## src/hw/rtl/bir_ram.sv

```systemverilog
module bir_ram #(
  parameter int WIDTH = 8,
  parameter int DEPTH = 256
) (
  input  logic                     clk,
  input  logic                     we,
  input  logic [$clog2(DEPTH)-1:0] waddr,
  input  logic [WIDTH-1:0]         wdata,
  input  logic [$clog2(DEPTH)-1:0] ra_addr,
  output logic [WIDTH-1:0]         ra_data,
  input  logic [$clog2(DEPTH)-1:0] rb_addr,
  output logic [WIDTH-1:0]         rb_data
);

  logic [WIDTH-1:0] mem [DEPTH];

  always_ff @(posedge clk) begin
    if (we) begin
      mem[waddr] <= wdata;
    end
    ra_data <= mem[ra_addr];
    rb_data <= mem[rb_addr];
  end

endmodule

```

## config.mk

```make
export PLATFORM = sky130hd
export DESIGN_NAME = bir_ram
export DESIGN_NICKNAME = d
export VERILOG_FILES = /design/src/hw/rtl/bir_ram.sv
export SDC_FILE = /design/constraint.sdc
export NUM_CORES = 2
export LEC_CHECK = 0
export BUFFER_PORTS_ARGS = -buffer_cell sky130_fd_sc_hd__buf_2
export CELL_PAD_IN_SITES_DETAIL_PLACEMENT = 1
export CELL_PAD_IN_SITES_GLOBAL_PLACEMENT = 1
export CORE_UTILIZATION = 45
export CTS_BUF_LIST = sky130_fd_sc_hd__clkbuf_16
export DETAILED_ROUTE_END_ITERATION = 6
export GPL_TIMING_DRIVEN = 0
export PLACE_DENSITY_LB_ADDON = 0.1
export SLEW_MARGIN = 0
export SYNTH_ARGS = -nofsm -noshare
export SYNTH_HDL_FRONTEND = slang
export SYNTH_SLANG_ARGS = --single-unit
```

## constraint.sdc

```tcl
create_clock -name clk -period 2.7 [get_ports clk]
set_input_delay 0.135 -clock clk [delete_from_list [all_inputs] [get_ports clk]]
set_output_delay 0.135 -clock clk [all_outputs]
set_load 0.02 [all_outputs]
```

==> metrics.csv <==
stage,metric,value,unit
place,dp_worst_setup_slack,-3.36,ns
setup_path,max_stage_delay,0.91,ns
place,placed_cell_area,102000,µm²
synth,synth_area_leader_cell,edfxtp_1,
synth,synthCells,4847,
pwr,ir_drop,743,µV
place,place_congestion,1.11,
final_layout,finish.utilization,0.517,
sta,slew_headroom,-0.0470,
routing,wl_per_cell,60.0,µm
sta,fmax,321,MHz
clock_network,htree_levels,4,
final_layout,synthToLayoutAreaGrowth,14.3,%
setup_path,path_buf_inv,2,
clock_network,tritoncts,yes,
synth,seq_area_frac_synth,0.637,
synth,synth_seq_cells,2064,
routing,drtPass1Iterations,6,
floorplan,placementRows,170,
clock_network,numCtsBuffers,222,
clock_network,cts_root_buf,clkbuf_16,
place,port_buffers,39,
floorplan,ios,50,
sta,hold_viol,0,
final_layout,nNetsFinal,5183,
synth,syn-cell-area,97000,µm²
synth,synth_top_area_frac,0.634,
worst_hold_path,hold_class,in2reg,
setup_path,critPathSlowestCell,nor2_1,
routing,wl_met2,202,mm
floorplan,dieArea,217000,µm²
sta,grt_setup_unrepaired,true,
global_route,grt_pass1_wl,626,mm
final_layout,fin_area,111000,µm²
setup_path,critPathLaunchType,primary input,
pwr,p_per_area,672,nW/µm²
sta,setup_viol,542,
final_layout,multi_input_area,34100,µm²
global_route,grt_pass1_vias,60418,
sta,drv_slew,18,
sta,min_period_over_period,1.15,
setup_path,worst-path-max-fanout,10,
synth,syn-mean-instance-area,20.0,µm²
sta,finalHoldWorstSlack,0.0759,ns
clock_network,clock_sinks,2064,
synth,syn_nets,4881,
synth,synth_ff_type,edfxtp_1,
final_layout,fillers,18861,
synth,synthTopCellsByCount,"edfxtp_1, mux4_2, nor2_1",
routing,drt.antenna.violating_nets,0,
routing,wl,493,mm
synth,async_flop_share,0,
clock_network,clkTransAtPathRegs,0.06,ns
final_layout,seq_area,61800,µm²
synth,synthAdderAreaFrac,0,
global_route,track_usage,0.454,
floorplan,die_w,466,µm
setup_path,crit_family,simple AND/OR/NAND/NOR gates,
clock_network,clk-insertion-delay-late,0.93,ns
synth,synthMuxAreaShare,0.273,
setup_path,crit_chain,clkbuf_1 > nor2_1 > nand4_1 > clkbuf_2 > nor2_2,
global_route,grt_max_degree,148,
routing,top_layer_used,met5,
routing,drtIter0Drc,12297,
pwr,total_leakage_power,34.6,nW
routing,met1_length,171,mm
routing,drcViolationCount,0,
pwr,p_total,74.5,mW
setup_path,crit_required,3.26,ns
routing,dr_wl_met3,78.1,mm
place,hpwl,344,mm
routing,viasPerCell,7.89,
synth,yosys.area_share.simple,0.0270,
clock_network,clock_path_buffers,3,
synth,synth_edf_count,2048,
run_status,status,"complete, but fails checks",
sta,fin_crit,3.12,ns
synth,synth_cell_type_count,65,
sta,fin_ws,-0.416,ns
setup_path,worstSetupEndpointType,flip-flop,
global_route,gr-total-overflow,0,
global_route,antenna_found_initial,57,
synth,synth_compound_area_frac,0.0354,
floorplan,initial_core_util,0.452,
synth,synth_most_common_cell,edfxtp_1,
setup_path,crit_arrival,3.68,ns
floorplan,die_h,466,µm
final_layout,drive_gt1_frac,0.392,
synth,ys_warn_count,0,
synth,synth_top_family_by_area,multiplexers,
floorplan,core_area,214000,µm²
setup_path,crit_type,in2reg,
flow_run,maxCapViolations,2,
sta,finClkSkew,0.0327,ns
synth,synth_area_leaders,"edfxtp_1, mux4_2, mux2i_1",
synth,synth_xor_area_frac,0,
run_status,violations,"max-capacitance violations, max-slew violations, negative setup slack",
routing,route.vias.total,64878,
sta,tightestPinTransition,1.56,ns
power by group:
| group | internal [mW] | total (mW) | switching [mW] |
|---|---|---|---|
| registers | 35.3 | 35.4 | 0.0418 |
| logic | 2.62 | 8.97 | 6.35 |
| clock network | 16.2 | 30.1 | 14.0 |
per-stage QoR:
step / TNS [ns] / instances
floorplan: 0 / 4847
global placement: -5900.40 / 7724
detailed placement: -1850.01 / 7751
CTS: -15.95 / 8175
global route: -8.98 / 8183
finish: -73.38 / 8221
layout by cell type (no fill, tap or decap), types with 53 or more instances in the layout:
| cell type | instances |
|---|---|
| a21oi_1 | 67 |
| buf_2 | 74 |
| buf_4 | 92 |
| buf_6 | 74 |
| clkbuf_16 | 225 |
| clkinv_1 | 57 |
| edfxtp_1 | 2048 |
| inv_1 | 65 |
| mux2i_1 | 232 |
| mux4_2 | 1051 |
| nand2_1 | 110 |
| nor2_1 | 132 |
| nor2_2 | 102 |
| nor2_4 | 65 |
| o221ai_1 | 53 |
sequential cells by signal, summed over array words and instances (netlist names):
| signal | cells |
|---|---|
| mem | 2048 |
| rb_data | 8 |
| ra_data | 8 |
kinds of logic after synthesis:
family / count (synthesis)
AO/OA/AOI/OAI: 466
buffers and inverters: 401
flip-flops: 2064
multiplexers: 1325
AND/OR/NAND/NOR: 591
path summary, 6_finish.rpt:
path	startpoint	endpoint	slack, ns	cells past startpoint
max reg2reg	mem[227][4]$_DFFE_PP_	ra_data[4]$_DFF_P_	-0.18	6
min	wdata[2]	mem[215][2]$_DFFE_PP_	0.08	2
max	waddr[2]	mem[35][2]$_DFFE_PP_	-0.42	5
min reg2reg	mem[71][6]$_DFFE_PP_	rb_data[6]$_DFF_P_	1.34	5
what timing repair did:
item	in CTS	in global routing
cloned	0	0
hold endpoints to repair	1004	0
resized for setup	491	130
setup endpoints to repair	1135	804
hold buffers	8	0
pin swaps	13	10
buffers inserted	3	0
final cells by class:
| cell class | instances | share of cell area |
|---|---|---|
| diodes | 44 | 0.000993 |
| well taps | 2838 | 0.0320 |
| plain buffers | 394 | 0.0299 |
| inverters | 6 | 0.000226 |
| multi-input cells | 2382 | 0.308 |
| clock inverters | 189 | 0.0117 |
| repair buffers | 79 | 0.00918 |
| clock buffers | 225 | 0.0508 |
| flip-flops and latches | 2064 | 0.558 |
routing by layer:
metal	vias up	track usage
li1	21776	-
met1	35275	0.575
met2	6252	0.612
met3	1533	0.213
met4	42	0.324
met5	-	0.00285
Note: power is estimated with default switching activity, not from simulation.
