--- config.mk ---
export PLATFORM = sky130hd
export DESIGN_NAME = bir_locate
export DESIGN_NICKNAME = d
export VERILOG_FILES = /design/src/hw/rtl/bir_pkg.sv /design/src/hw/rtl/bir_locate.sv
export SDC_FILE = /design/constraint.sdc
export NUM_CORES = 1
export LEC_CHECK = 0
export BUFFER_PORTS_ARGS = -buffer_cell sky130_fd_sc_hd__buf_2
export CAP_MARGIN = 20
export CORE_MARGIN = 2
export CORE_UTILIZATION = 31
export DETAILED_ROUTE_END_ITERATION = 16
export PLACE_DENSITY = 0.8
export SYNTH_ARGS = -nofsm -noshare
export SYNTH_HDL_FRONTEND = slang
export SYNTH_SLANG_ARGS = --single-unit
--- constraint.sdc ---
create_clock -name vclk -period 2.8
set_clock_uncertainty 0.15 [all_clocks]
set_input_delay 0.28 -clock vclk [all_inputs]
set_output_delay 0.28 -clock vclk [all_outputs]
set_load 0.01 [all_outputs]
--- src/hw/rtl/bir_pkg.sv ---
package bir_pkg;

  localparam int MAX_SRC_ROWS = 256;
  localparam int MAX_SRC_COLS = 256;
  localparam int FRAC_BITS    = 16;

  localparam int PIX_W   = 8;
  localparam int IDX_W   = 12;
  localparam int SIZE_W  = 9;
  localparam int STEP_W  = 25;
  localparam int CFG_W   = 25;
  localparam int CFG_IDX_W = 2;

  localparam int ROW_W   = $clog2(MAX_SRC_ROWS);
  localparam int COL_W   = $clog2(MAX_SRC_COLS);
  localparam int LIDX_W  = (ROW_W > COL_W) ? ROW_W : COL_W;
  localparam int DEPTH   = MAX_SRC_ROWS * MAX_SRC_COLS;
  localparam int ADDR_W  = $clog2(DEPTH);
  localparam int POS_W   = IDX_W + STEP_W;
  localparam int WHOLE_W = POS_W - FRAC_BITS;

  localparam logic REQ_STORE   = 1'b0;
  localparam logic REQ_COMPUTE = 1'b1;

  localparam logic [CFG_IDX_W-1:0] CFG_SRC_ROWS = 2'd0;
  localparam logic [CFG_IDX_W-1:0] CFG_SRC_COLS = 2'd1;
  localparam logic [CFG_IDX_W-1:0] CFG_X_STEP   = 2'd2;
  localparam logic [CFG_IDX_W-1:0] CFG_Y_STEP   = 2'd3;

  localparam logic [SIZE_W-1:0] SIZE_RESET = 9'd256;
  localparam logic [STEP_W-1:0] STEP_RESET = 25'd65536;

  typedef struct packed {
    logic [LIDX_W-1:0]    idx;
    logic [FRAC_BITS-1:0] frac;
    logic                 clamped;
    logic                 at_last;
  } loc_t;

  function automatic int unsigned last_of(logic [SIZE_W-1:0] size, int unsigned max_sz);
    int unsigned s;
    s = 32'(size);
    if (s == 0) s = 1;
    if (s > max_sz) s = max_sz;
    return s - 1;
  endfunction

  function automatic logic [ADDR_W-1:0] addr_of(logic [ROW_W-1:0] row, logic [COL_W-1:0] col);
    int unsigned a;
    a = 32'(row) * MAX_SRC_COLS + 32'(col);
    return a[ADDR_W-1:0];
  endfunction

endpackage

--- src/hw/rtl/bir_locate.sv ---
module bir_locate (
  input  logic [bir_pkg::POS_W-1:0]  pos,
  input  logic [bir_pkg::LIDX_W-1:0] last,
  output bir_pkg::loc_t              loc
);

  logic [bir_pkg::WHOLE_W-1:0] whole;
  logic                        beyond;

  assign whole  = pos[bir_pkg::POS_W-1:bir_pkg::FRAC_BITS];
  assign beyond = whole > bir_pkg::WHOLE_W'(last);

  always_comb begin
    if (beyond) begin
      loc.idx     = last;
      loc.frac    = '0;
      loc.clamped = 1'b1;
      loc.at_last = 1'b1;
    end else begin
      loc.idx     = whole[bir_pkg::LIDX_W-1:0];
      loc.frac    = pos[bir_pkg::FRAC_BITS-1:0];
      loc.clamped = 1'b0;
      loc.at_last = whole == bir_pkg::WHOLE_W'(last);
    end
  end

endmodule

==> results of run 1 <==
==> stage by stage <==
stage	cells	hold WS, ns	utilization [%]
2_1_floorplan	64	0.545	-
3_3_place_gp	151	0.699	58.9
3_5_place_dp	151	0.703	58.9
4_1_cts	151	0.707	58.9
5_1_grt	151	0.720	58.9
6_report	151	0.704	58.9
==> cell usage in the layout, fill, tap and decap left out, drive strengths merged <==
cell type,n
a21o,1
inv,9
a31oi,1
o41ai,1
or3,1
and2,16
nor2b,1
mux2,8
nor4,3
nor2,2
o21ai,1
nand2,3
a21oi,1
ha,8
and3,2
nand4b,2
buf,73
nand3,2
==> power by group <==
| part | internal [mW] | switching (mW) |
|---|---|---|
| clock network | 0 | 0 |
| registers | 0 | 0 |
| logic | 0.0428 | 0.0288 |
==> per-layer routing <==
metal	vias to the layer above	wire length, µm	GRT usage [%]
li1	363	-	-
met1	298	546	17.6
met2	21	914	31.9
met3	0	77	0.408
met4	0	0	1.21
met5	-	0	0
==> path summary, 6_finish.rpt <==
check | from | endpoint | slack (ns)
min | pos[10] | loc[12] | 0.70
max | pos[20] | loc[25] | 0.15
==> critical path: cells and delay by family <==
| kind | cells | cell delay [ns] |
|---|---|---|
| mux | 1 | 0.33 |
| compound gates | 3 | 0.66 |
| simple gates | 1 | 0.19 |
| fa+ha+maj | 1 | 0.31 |
| buf+inv | 3 | 0.47 |
==> layout make-up <==
type,instances,area share [%]
timing repair buffer,73,42.7
tap,16,2.23
multi-input combinational,53,51.3
inverter,9,3.77
==> kinds of logic (layout without fill, tap and decap cells) <==
logic type                 after synthesis  after routing  share of synthesized area [%]
adders and majority gates                8              8                           19.6
muxes                                    8              8                           19.9
buffers and inverters                   11             82                           9.80
and+or+nand+nor                         32             32                           40.7
AOI/OAI and AO/OA                        5              5                           10.0
==> impl_metrics.env, run 1 <==
export IMPL_tns_ns=0
export IMPL_antenna_found_initial=0
export IMPL_routed_wl_um=1540
export IMPL_die_h_um=44.6
export IMPL_drt_first_pass_iters=4
export IMPL_synth_cell_area_um2=510
export IMPL_whs_path_depth=3
export IMPL_grt_max_degree=15
export IMPL_gp_congestion=0.686
export IMPL_hold_viol_final=0
export IMPL_p_leak_nw=0.561
export IMPL_powerDensity_mw_per_mm2=79.8
export IMPL_grt_total_usage_pct=15.4
export IMPL_max_freq_ghz=0.377
export IMPL_grt_pass1_vias=665
export IMPL_dp_final_hpwl_um=1450
export IMPL_worst_slew_pin_slew_ns=0.344
export IMPL_drc=0
export IMPL_rsz0062_at_grt="no"
export IMPL_yosys_top_cells_count="and2_2, inv_1, ha_1"
export IMPL_crit_path_top_delay_cell="o41ai_4"
export IMPL_ir_worst_vdd_mv=0.0422
export IMPL_cts_hold_buf=0
export IMPL_critPathKind="in -> out"
export IMPL_synth_cell_types=21
export IMPL_drive_above_1_share_pct=71.1
export IMPL_nClkBuffers=0
export IMPL_start_util_pct=33.5
export IMPL_worstHoldPathType="in -> out"
export IMPL_synth_area_leaders="and2_2, ha_1, mux2_2"
export IMPL_row_count=14
export IMPL_status="complete, no violations"
export IMPL_vias=682
export IMPL_p_total_uw=71.6
export IMPL_drtAntennaViolNets=0
export IMPL_design_seq_count=0
export IMPL_area_delta_synth_final_pct=75.7
export IMPL_yosysMostFrequentCell="and2_2"
export IMPL_fillers=154
export IMPL_grt_overflow_total=0
export IMPL_multi_input_area_um2=460
export IMPL_cts_repair_resized=0
export IMPL_dr_first_iter_drc_count=4
export IMPL_grt_pass1_wl_um=2490
export IMPL_final_area_um2=897
export IMPL_vias_per_cell=4.52
export IMPL_syn_nets=117
export IMPL_fin_ws_ns=0.149
export IMPL_seq_area_um2=0
export IMPL_path_common_cell="buf_2"
export IMPL_syn_inst=64
export IMPL_io_pins=71
export IMPL_wl_per_cell_um=10.2
export IMPL_critPathArrivalTime_ns=2.22
export IMPL_path_cells="buf_2 -> ha_1 -> and3_1 -> o21ai_0 -> a31oi_1 -> o41ai_4 -> buf_4 -> mux2_2 -> buf_2"
export IMPL_max_cap_violations=0
export IMPL_crit_path_end_kind="output pin"
export IMPL_slew_headroom_pct=77.0
export IMPL_critPathMaxFanout=11
export IMPL_final_nets=190
export IMPL_cts_setup_buffers=0
export IMPL_required_ns=2.37
export IMPL_fin_crit_sh_pct=94.7
export IMPL_synth_top_area_cell="and2_2"
export IMPL_cp_start_kind="input pin"
export IMPL_ys_warn_count=0
export IMPL_synth_avg_cell_area_um2=7.98
export IMPL_crit_path_max_incr_delay_ns=0.43
export IMPL_core_area_mm2=0.00152
export IMPL_post_dp_cell_area_um2=897
export IMPL_dp_slack_ns=0.138
export IMPL_die_w_um=44.6
export IMPL_finalSetupViolCount=0
export IMPL_portBuffers=71
export IMPL_num_antenna_cells=0
export IMPL_drv_slew=0
export IMPL_die_area_mm2=0.00199
export IMPL_layout_min_cycle_time_ns=2.65
export IMPL_seq_area_frac_synth_pct=0
export IMPL_yosysTopAreaCellShare_pct=20.6
(Power assumes the default switching activity.)
==> run 2, diff against run 1 <==
--- a/config.mk
+++ b/config.mk
@@ -5,12 +5,12 @@
 export SDC_FILE = /design/constraint.sdc
 export NUM_CORES = 1
 export LEC_CHECK = 0
-export BUFFER_PORTS_ARGS = -buffer_cell sky130_fd_sc_hd__buf_2
 export CAP_MARGIN = 20
 export CORE_MARGIN = 2
 export CORE_UTILIZATION = 31
 export DETAILED_ROUTE_END_ITERATION = 16
-export PLACE_DENSITY = 0.8
+export DONT_BUFFER_PORTS = 1
+export PLACE_DENSITY = 0.43
 export SYNTH_ARGS = -nofsm -noshare
 export SYNTH_HDL_FRONTEND = slang
 export SYNTH_SLANG_ARGS = --single-unit
==> impl_metrics.env, run 2 (synthesized netlist as in run 1, its figures left out) <==
export IMPL_status="complete, no violations"
export IMPL_wl_met1_um=375
export IMPL_fin_ws_ns=0.374
export IMPL_cts_hold_buf=0
export IMPL_path_cells="inv_1 -> ha_1 -> and3_1 -> nand4b_1 -> or3_1 -> o41ai_4 -> buf_4 -> mux2_2"
export IMPL_finalSetupViolCount=0
export IMPL_slew_headroom_pct=76.6
export IMPL_fin_crit_sh_pct=86.7
export IMPL_met2_length_um=549
export IMPL_drt_first_pass_iters=2
export IMPL_critPathArrivalTime_ns=2.00
export IMPL_grt_total_usage_pct=8.55
export IMPL_layout_common_cells="and2_2, inv_1, ha_1"
export IMPL_critPathTopFamily="simple AND/OR/NAND/NOR gates"
export IMPL_grt_pass1_wl_um=1350
export IMPL_core_area_mm2=0.00152
export IMPL_powerDensity_mw_per_mm2=64.7
export IMPL_hold_worst_slack_ns=0.546
export IMPL_gp_congestion=0.638
export IMPL_vias_per_cell=5.35
export IMPL_critPathMaxFanout=14
export IMPL_tns_ns=0
export IMPL_crit_path_top_delay_cell="or3_1"
export IMPL_grt_max_degree=15
export IMPL_crit_path_end_kind="output pin"
export IMPL_grt_overflow_total=0
export IMPL_final_nets=119
export IMPL_hold_viol_final=0
export IMPL_portBuffers=0
export IMPL_row_count=14
export IMPL_grt_pass1_vias=333
export IMPL_cts_setup_buffers=0
export IMPL_mostFrequentLayoutCell="and2_2"
export IMPL_design_seq_count=0
export IMPL_dr_max_layer_used="met3"
export IMPL_dr_first_iter_drc_count=6
export IMPL_dp_slack_ns=0.370
export IMPL_drv_slew=0
export IMPL_die_w_um=44.6
export IMPL_worstHoldPathType="in -> out"
export IMPL_num_antenna_cells=0
export IMPL_critPathKind="in -> out"
export IMPL_crit_path_max_incr_delay_ns=0.45
export IMPL_worst_slew_pin_slew_ns=0.349
export IMPL_area_delta_synth_final_pct=3.68
export IMPL_drc=0
export IMPL_cts_repair_resized=0
export IMPL_nClkBuffers=0
export IMPL_drive_above_1_share_pct=39.1
export IMPL_die_area_mm2=0.00199
export IMPL_wl_per_cell_um=13.2
export IMPL_rsz0062_at_grt="no"
export IMPL_max_freq_ghz=0.412
export IMPL_required_ns=2.37
export IMPL_antenna_found_initial=0
export IMPL_dp_cells=80
export IMPL_seq_area_um2=0
export IMPL_die_h_um=44.6
export IMPL_vias=428
export IMPL_layout_min_cycle_time_ns=2.43
export IMPL_io_pins=71
export IMPL_critical_path_buf_inv_count=2
export IMPL_routed_wl_um=1060
export IMPL_p_leak_nw=0.256
export IMPL_stdcell_count=80
export IMPL_max_cap_violations=0
export IMPL_ir_worst_vdd_mv=0.0271
export IMPL_cp_start_kind="input pin"
export IMPL_drtAntennaViolNets=0
export IMPL_start_util_pct=33.5
export IMPL_dp_final_hpwl_um=996
export IMPL_met3_wirelength_um=134
-- run 2: cell types whose count changed in the layout (fill, tap and decap cells not counted) --
cell	change
buf_4	+1
buf_2	-71
buf_12	-1
-- run 2: power by group --
group	switching, mW	internal (mW)	leakage [nW]	total [mW]
logic	0.0167	0.0175	0.256	0.0342
clock network	0	0	0	0
registers	0	0	0	0
total	0.0167	0.0175	0.256	0.0342
-- run 2: metrics by stage --
step	area [µm²]	power (mW)	utilization [%]
2_1_floorplan	510	0.0302	-
4_1_cts	529	0.0351	34.7
5_1_grt	529	0.0407	34.7
3_3_place_gp	529	0.0357	34.7
6_report	529	0.0342	34.7
3_5_place_dp	529	0.0348	34.7
-- run 2: layer usage --
layer  vias up  GRT usage [%]
met4         0              0
met3         0           1.22
li1        221              -
met1       183           10.8
met5         -              0
met2        24           15.9
-- run 2: layout make-up --
| cell class | count | area (µm²) |
|---|---|---|
| Multi-Input combinational cell | 53 | 460 |
| Tap cell | 16 | 20.0 |
| Inverter | 9 | 33.8 |
| Fill cell | 171 | 995 |
| Timing Repair Buffer | 2 | 15.0 |
-- run 2: worst paths after layout --
path,from,endpoint,cells past startpoint
setup / recovery,last[7],loc[20],8
hold / removal,pos[21],loc[23],1
