File: src/hw/rtl/bir_pkg.sv
package bir_pkg;

  localparam int MAX_SRC_ROWS = 256;
  localparam int MAX_SRC_COLS = 256;
  localparam int FRAC_BITS    = 16;

  localparam int PIX_W   = 8;
  localparam int IDX_W   = 12;
  localparam int SIZE_W  = 9;
  localparam int STEP_W  = 25;
  localparam int CFG_W   = 25;
  localparam int CFG_IDX_W = 2;

  localparam int ROW_W   = $clog2(MAX_SRC_ROWS);
  localparam int COL_W   = $clog2(MAX_SRC_COLS);
  localparam int LIDX_W  = (ROW_W > COL_W) ? ROW_W : COL_W;
  localparam int DEPTH   = MAX_SRC_ROWS * MAX_SRC_COLS;
  localparam int ADDR_W  = $clog2(DEPTH);
  localparam int POS_W   = IDX_W + STEP_W;
  localparam int WHOLE_W = POS_W - FRAC_BITS;

  localparam logic REQ_STORE   = 1'b0;
  localparam logic REQ_COMPUTE = 1'b1;

  localparam logic [CFG_IDX_W-1:0] CFG_SRC_ROWS = 2'd0;
  localparam logic [CFG_IDX_W-1:0] CFG_SRC_COLS = 2'd1;
  localparam logic [CFG_IDX_W-1:0] CFG_X_STEP   = 2'd2;
  localparam logic [CFG_IDX_W-1:0] CFG_Y_STEP   = 2'd3;

  localparam logic [SIZE_W-1:0] SIZE_RESET = 9'd256;
  localparam logic [STEP_W-1:0] STEP_RESET = 25'd65536;

  typedef struct packed {
    logic [LIDX_W-1:0]    idx;
    logic [FRAC_BITS-1:0] frac;
    logic                 clamped;
    logic                 at_last;
  } loc_t;

  function automatic int unsigned last_of(logic [SIZE_W-1:0] size, int unsigned max_sz);
    int unsigned s;
    s = 32'(size);
    if (s == 0) s = 1;
    if (s > max_sz) s = max_sz;
    return s - 1;
  endfunction

  function automatic logic [ADDR_W-1:0] addr_of(logic [ROW_W-1:0] row, logic [COL_W-1:0] col);
    int unsigned a;
    a = 32'(row) * MAX_SRC_COLS + 32'(col);
    return a[ADDR_W-1:0];
  endfunction

endpackage

File: src/hw/rtl/bir_lerp.sv
module bir_lerp (
  input  logic [bir_pkg::PIX_W-1:0]     base,
  input  logic [bir_pkg::PIX_W-1:0]     other,
  input  logic [bir_pkg::FRAC_BITS-1:0] frac,
  output logic [bir_pkg::PIX_W-1:0]     result
);

  logic [bir_pkg::PIX_W:0]                    diff;
  logic [bir_pkg::PIX_W:0]                    ndiff;
  logic                                       neg;
  logic [bir_pkg::PIX_W-1:0]                  mag;
  logic [bir_pkg::FRAC_BITS+bir_pkg::PIX_W-1:0] prod;
  logic [bir_pkg::PIX_W-1:0]                  wgt;

  assign diff  = {1'b0, other} - {1'b0, base};
  assign ndiff = -diff;
  assign neg   = diff[bir_pkg::PIX_W];
  assign mag   = neg ? ndiff[bir_pkg::PIX_W-1:0] : diff[bir_pkg::PIX_W-1:0];
  assign prod  = (bir_pkg::FRAC_BITS+bir_pkg::PIX_W)'(frac)
               * (bir_pkg::FRAC_BITS+bir_pkg::PIX_W)'(mag);
  assign wgt   = prod[bir_pkg::FRAC_BITS+bir_pkg::PIX_W-1:bir_pkg::FRAC_BITS];
  assign result = neg ? base - wgt : base + wgt;

endmodule

File: config.mk
export PLATFORM = sky130hd
export DESIGN_NAME = bir_lerp
export DESIGN_NICKNAME = d
export VERILOG_FILES = /design/src/hw/rtl/bir_pkg.sv /design/src/hw/rtl/bir_lerp.sv
export SDC_FILE = /design/constraint.sdc
export NUM_CORES = 1
export LEC_CHECK = 0
export ABC_AREA = 1
export BUFFER_PORTS_ARGS = -buffer_cell sky130_fd_sc_hd__clkbuf_2
export CELL_PAD_IN_SITES_DETAIL_PLACEMENT = 1
export CELL_PAD_IN_SITES_GLOBAL_PLACEMENT = 2
export CORE_UTILIZATION = 37
export DETAILED_ROUTE_END_ITERATION = 10
export PLACE_DENSITY_LB_ADDON = 0.2
export SETUP_SLACK_MARGIN = 0.05
export SLEW_MARGIN = 10
export SYNTH_ARGS = -nofsm -noshare
export SYNTH_HDL_FRONTEND = slang
export SYNTH_SLANG_ARGS = --single-unit
File: constraint.sdc
create_clock -name vclk -period 17.95
set_clock_uncertainty 0.1 [all_clocks]
set_input_delay 4.4875 -clock vclk [all_inputs]
set_output_delay 4.4875 -clock vclk [all_outputs]
set_load 0.005 [all_outputs]
==> results of run 1 <==
==> layer usage <==
metal / routed length [microns] / share of wire [%] / vias to the layer above
met1: 6240 / 45 / 2229
li1: - / - / 2174
met5: 0 / 0 / -
met2: 7360 / 53 / 50
met3: 243 / 1.7 / 10
met4: 159 / 1.1 / 0
==> tightest hold or removal path, stage by stage <==
cell      delay, ns
clkbuf_2       0.09
inv_1          0.05
ha_1           0.12
inv_1          0.03
clkbuf_2       0.10
==> kinds of logic after synthesis <==
family,synth area share (%)
AND/OR/NAND/NOR,27.0
AO/OA/AOI/OAI,6.81
adder cells (fa/ha/maj),48.2
XOR/XNOR,3.65
buffers and inverters,14.3
==> cell usage after synthesis, types with 5 or more instances <==
cell	n	share of area, %
inv_1	171	13
nand2_1	117	8.7
nor2_1	106	7.9
fa_1	85	34
ha_1	58	14
a21oi_1	27	2.7
nand3_1	24	2.4
o21ai_0	16	1.6
xor2_1	16	2.8
nor2_4	10	2.2
buf_2	7	0.70
nand2_2	7	0.87
nor3_1	7	0.70
xnor2_1	5	0.87
==> timing repair <==
| item | in CTS | in global routing |
|---|---|---|
| buffers inserted | 0 | 0 |
| resized for setup | 0 | 3 |
| endpoints found under the setup margin | 0 | 1 |
==> metrics by stage <==
stage / instances / setup slack, ns / util [%]
detailed placement: 909 / 0.465 / 40.7
floorplan: 703 / 1.87 / -
CTS: 909 / 0.461 / 40.7
global route: 909 / 0.123 / 40.8
finish: 909 / 0.738 / 40.8
global placement: 909 / 0.540 / 40.7
==> area by class of cell <==
type,count,area (sq um)
inverters,174,659
well taps,176,220
multi-input cells,518,4320
repair buffers,41,208
fillers,1746,7840
==> final timing paths <==
| check | slack (ns) | end | startpoint |
|---|---|---|---|
| max | 0.74 | result[7] | other[0] |
| min | 9.26 | result[0] | base[0] |
==> metrics.md, run 1 <==
| Metric | Value |
|---|---|
| Synth warn | `0` |
| Die area | `0.0141 sq mm` |
| CP max stage delay | `0.56 ns` |
| Levels on crit path | `42` |
| Post-route cell area | `approximately 0.0054 sq mm` |
| Grt met3 use | `less than 1%` |
| FP Rows | `42` |
| Gr usage total | `a little over a fifth` |
| Drt first pass iters | `4` |
| WP data arrival | `between 10 and 15 ns` |
| Clock Buffer Count | `0` |
| Hold-fix buffers, CTS | `0` |
| Die X | `119 microns` |
| Seq_cells | `0` |
| Setup-failing EPs final | `0` |
| Met1 Resource Use GR | `around a quarter` |
| Final ANT Viol Nets | `0` |
| Critical path's slowest cell | `fa_1` |
| Sequential-to-total area share from yosys stat | `0%` |
| Largest net degree at the start of global routing | `15` |
| Area growth from synthesis to layout | `7.41%` |
| Endpoint type of the worst setup path | `primary output` |
| Unrepaired setup endpoints after global routing | `false` |
| Worst hold path depth | `5` |
| Hold Vio Cnt, Final | `0` |
| Synthesized Nets | `roughly 900` |
| Final setup TNS | `0 ns` |
| Commonest cells after routing, fill and taps aside | `inv_1 (169), nand2_1 (117), nor2_1 (106)` |
| Core footprint | `about 0.013 sq mm` |
| Worst EP required | `13.36 ns` |
| Critical path peak fanout | `13` |
| Buffers & Inverters on Critical Path | `9` |
| Crit path max-delay family | `adder cells` |
| Status | `completed` |
| CP most frequent cell | `nand2_1` |
| Max Fclk | `58.1 MHz` |
| Vias post-DR | `between 4000 and 5000` |
| Placed cell area | `0.00540 sq mm` |
| Wire length per cell | `15.4 microns` |
| N_diodes | `0` |
| I/O pin total | `40` |
| Pins Over Slew Limit | `0` |
| Netlist cell types | `40` |
| Synthesized instance count | `roughly 700` |
| Number of global-route vias before repair | `between 4000 and 5000` |
| Starting Density | `38.0%` |
| Starting DRT DRC Count | `136` |
| Met2 Track Usage GR | `40.0%` |
| Crit Path Class | `input pin to primary output` |
| Commonest non-fill, non-tap cell in the layout | `inv_1` |
| Number of max-cap violations | `0` |
| Hpwl dp | `12.7 mm` |
| Initial antenna violation count | `0` |
| Vias per cell | `approximately 5` |
| Hold slack final | `~9 ns` |
| FF+latch area | `0 sq um` |
| Share of layout cells above drive strength 1 | `10.5%` |
| Synth Cell Area | `0.00503 sq mm` |
| Final wirelength | `~14 mm` |
| Chip Height | `119 microns` |
| Syn avg cell area | `7.16 sq um` |
| Crit share post-route | `a little over nine tenths` |
| First-pass GRT wire length | `23.7 mm` |
| Most Crowded Layer GR | `met2` |
| DRC errors left | `0` |
| Critical Path Source Type | `input pin` |
| Worst Tran Pin Value | `0.579 ns` |
| Hold Crit Class | `input pin to primary output` |
| Total global routing overflow | `0` |
| Port Buffers | `40` |
| Number of nets in the layout | `between 900 and 1000` |
| Min Tclk post-route | `17.21 ns` |
| GP Congestion | `around 0.8` |
| Slew margin rel. | `61.3%` |
Power of run 1 is not shown: default switching activity piles up to over one toggle a cycle in this logic, so the estimate is an artifact.
==> run 2, diff against run 1 <==
- BUFFER_PORTS_ARGS: -buffer_cell sky130_fd_sc_hd__clkbuf_2 -> unset
- CORE_UTILIZATION: 37 -> 39
- DONT_BUFFER_PORTS: unset -> 1
==> run 2 against run 1 <==
  * Critical path depth shrank 2
  * Die area decreased by 5.0%
  * Flip-flop and latch count did not move
  * Routed wire length increased by 1.9%
  * Sequential share of layout area unchanged
  * Global-route usage is 2.0 points higher
  * Worst hold slack got worse by 0.19 ns
  * Via count down 3.2%
  * Setup slack improved by 0.067 ns
  * Critical path type unchanged
  * Critical endpoint unchanged
  * Largest cell class unchanged
==> metrics.md, run 2 (synthesis results as in run 1) <==
| Metric | Value |
|---|---|
| FF+latch area | `0 sq um (unchanged)` |
| Endpoint type of the worst setup path | `primary output` |
| Grt met3 use | `1.05% (+0.52 points)` |
| Commonest cells after routing, fill and taps aside | `inv_1 (170), nand2_1 (117), nor2_1 (106)` |
| WP data arrival | `12.56 ns (-0.06 ns)` |
| Critical path's slowest cell | `fa_1` |
| First-pass GRT wire length | `23.6 mm (-0.21%)` |
| Crit Path Class | `input pin to primary output` |
| Post-route cell area | `0.00519 sq mm (-4.0%)` |
| Commonest non-fill, non-tap cell in the layout | `inv_1` |
| Final ANT Viol Nets | `0 (unchanged)` |
| HP Start | `base[1]` |
| Initial antenna violation count | `0 (unchanged)` |
| Critical Path Source Type | `input pin` |
| Hold-fix buffers, CTS | `0 (unchanged)` |
| Met1 Resource Use GR | `28.0% (+1.2 points)` |
| Core footprint | `0.0126 sq mm (-4.7%)` |
| Number of max-cap violations | `0 (unchanged)` |
| FP Rows | `41 (-2.4%)` |
| Share of layout cells above drive strength 1 | `5.05% (-5.5 points)` |
| Total global routing overflow | `0 (unchanged)` |
| Pins Over Slew Limit | `0 (unchanged)` |
| Min Tclk post-route | `17.15 ns (-0.0665 ns)` |
| Worst EP required | `13.36 ns (about the same)` |
| Hold Path End | `result[1]` |
| Layout fillers | `1687 (-3.4%)` |
| Met2 Track Usage GR | `45.6% (+5.6 points)` |
| Clock Buffer Count | `0 (unchanged)` |
| Vias per cell | `4.99 (+1.7%)` |
| Slew margin rel. | `60.1% (-1.2 points)` |
| Worst hold path depth | `1 (-4)` |
| Final setup TNS | `0 ns (unchanged)` |
| Wire length per cell | `16.5 microns (+7.1%)` |
| N_diodes | `0 (unchanged)` |
| Port Buffers | `0 (-100%)` |
| Drt first pass iters | `4 (unchanged)` |
| Most Crowded Layer GR | `met2` |
| Placed cell area | `0.00519 sq mm (-3.8%)` |
| Max Fclk | `58.3 MHz (+0.39%)` |
| Setup-failing EPs final | `0 (unchanged)` |
| Seq_cells | `0 (unchanged)` |
| Number of nets in the layout | `870 (-4.4%)` |
| Largest net degree at the start of global routing | `15 (unchanged)` |
| I/O pin total | `40 (unchanged)` |
| Unrepaired setup endpoints after global routing | `false` |
| Worst Tran Pin Value | `0.598 ns (+0.0189 ns)` |
| GP Congestion | `0.820 (+0.87%)` |
| CP most frequent cell | `nand2_1` |
| Gr usage total | `22.8% (+2.0 points)` |
| Die X | `116 microns (-2.6%)` |
| Crit share post-route | `95.5% (-0.37 points)` |
| Final wirelength | `14.3 mm (+1.9%)` |
| Vias post-DR | `4318 (-3.2%)` |
| Area growth from synthesis to layout | `3.11%` |
| Hpwl dp | `12.9 mm (+1.8%)` |
| Starting DRT DRC Count | `117 (-14%)` |
| Critical path peak fanout | `13 (unchanged)` |
| Hold slack final | `9.07 ns (-0.191 ns)` |
| Starting Density | `39.9% (+1.9 points)` |
| Hold Crit Class | `input pin to primary output` |
| Chip Height | `116 microns (-2.6%)` |
| Status | `completed` |
| Number of global-route vias before repair | `4712 (-4.0%)` |
| CP max stage delay | `0.56 ns (about the same)` |
| DRC errors left | `0 (unchanged)` |
| Hold Vio Cnt, Final | `0 (unchanged)` |
| Die area | `0.0134 sq mm (-5.0%)` |
[run 2: worst max-delay path, delay by kind of cell]
kind / cells / cell delay [ns]
compound gates: 7 / 1.43
buf+inv: 7 / 0.90
xor+xnor: 3 / 0.80
simple gates: 14 / 1.46
fa+ha+maj: 9 / 3.45
[run 2: cell type report]
class                           instances  area, sq um  share of cell area, %
Inverter                              174          656                   12.6
Timing Repair Buffer                    1         7.51                  0.145
Multi-Input combinational cell        518         4310                   83.1
Tap cell                              172          215                   4.15
[run 2: metal layers]
| metal | up-vias | wire (microns) |
|---|---|---|
| li1 | 2091 | - |
| met1 | 2164 | 6090 |
| met2 | 56 | 7790 |
| met3 | 7 | 297 |
| met4 | 0 | 86 |
| met5 | - | 0 |
[run 2: worst max path at each step]
stage,from,endpoint
after detailed placement,other[0],result[7]
final,other[0],result[7]
after floorplan,other[0],result[7]
after global routing,other[0],result[7]
after global placement,other[0],result[7]
after CTS,other[0],result[7]
[run 2: per-stage QoR]
| step | utilization (%) | instances | setup slack (ns) |
|---|---|---|---|
| floorplan | - | 703 | 1.87 |
| global placement | 41.1 | 865 | 0.885 |
| detailed placement | 41.1 | 865 | 0.596 |
| CTS | 41.1 | 865 | 0.591 |
| global route | 41.1 | 865 | 0.0756 |
| finish | 41.1 | 865 | 0.804 |
[run 2: what timing repair did]
item,4_1_cts,5_1_grt
buffers inserted,0,0
gates resized for setup,0,1
endpoints found under the setup margin,0,1
Power of run 2 is left out for the same reason.
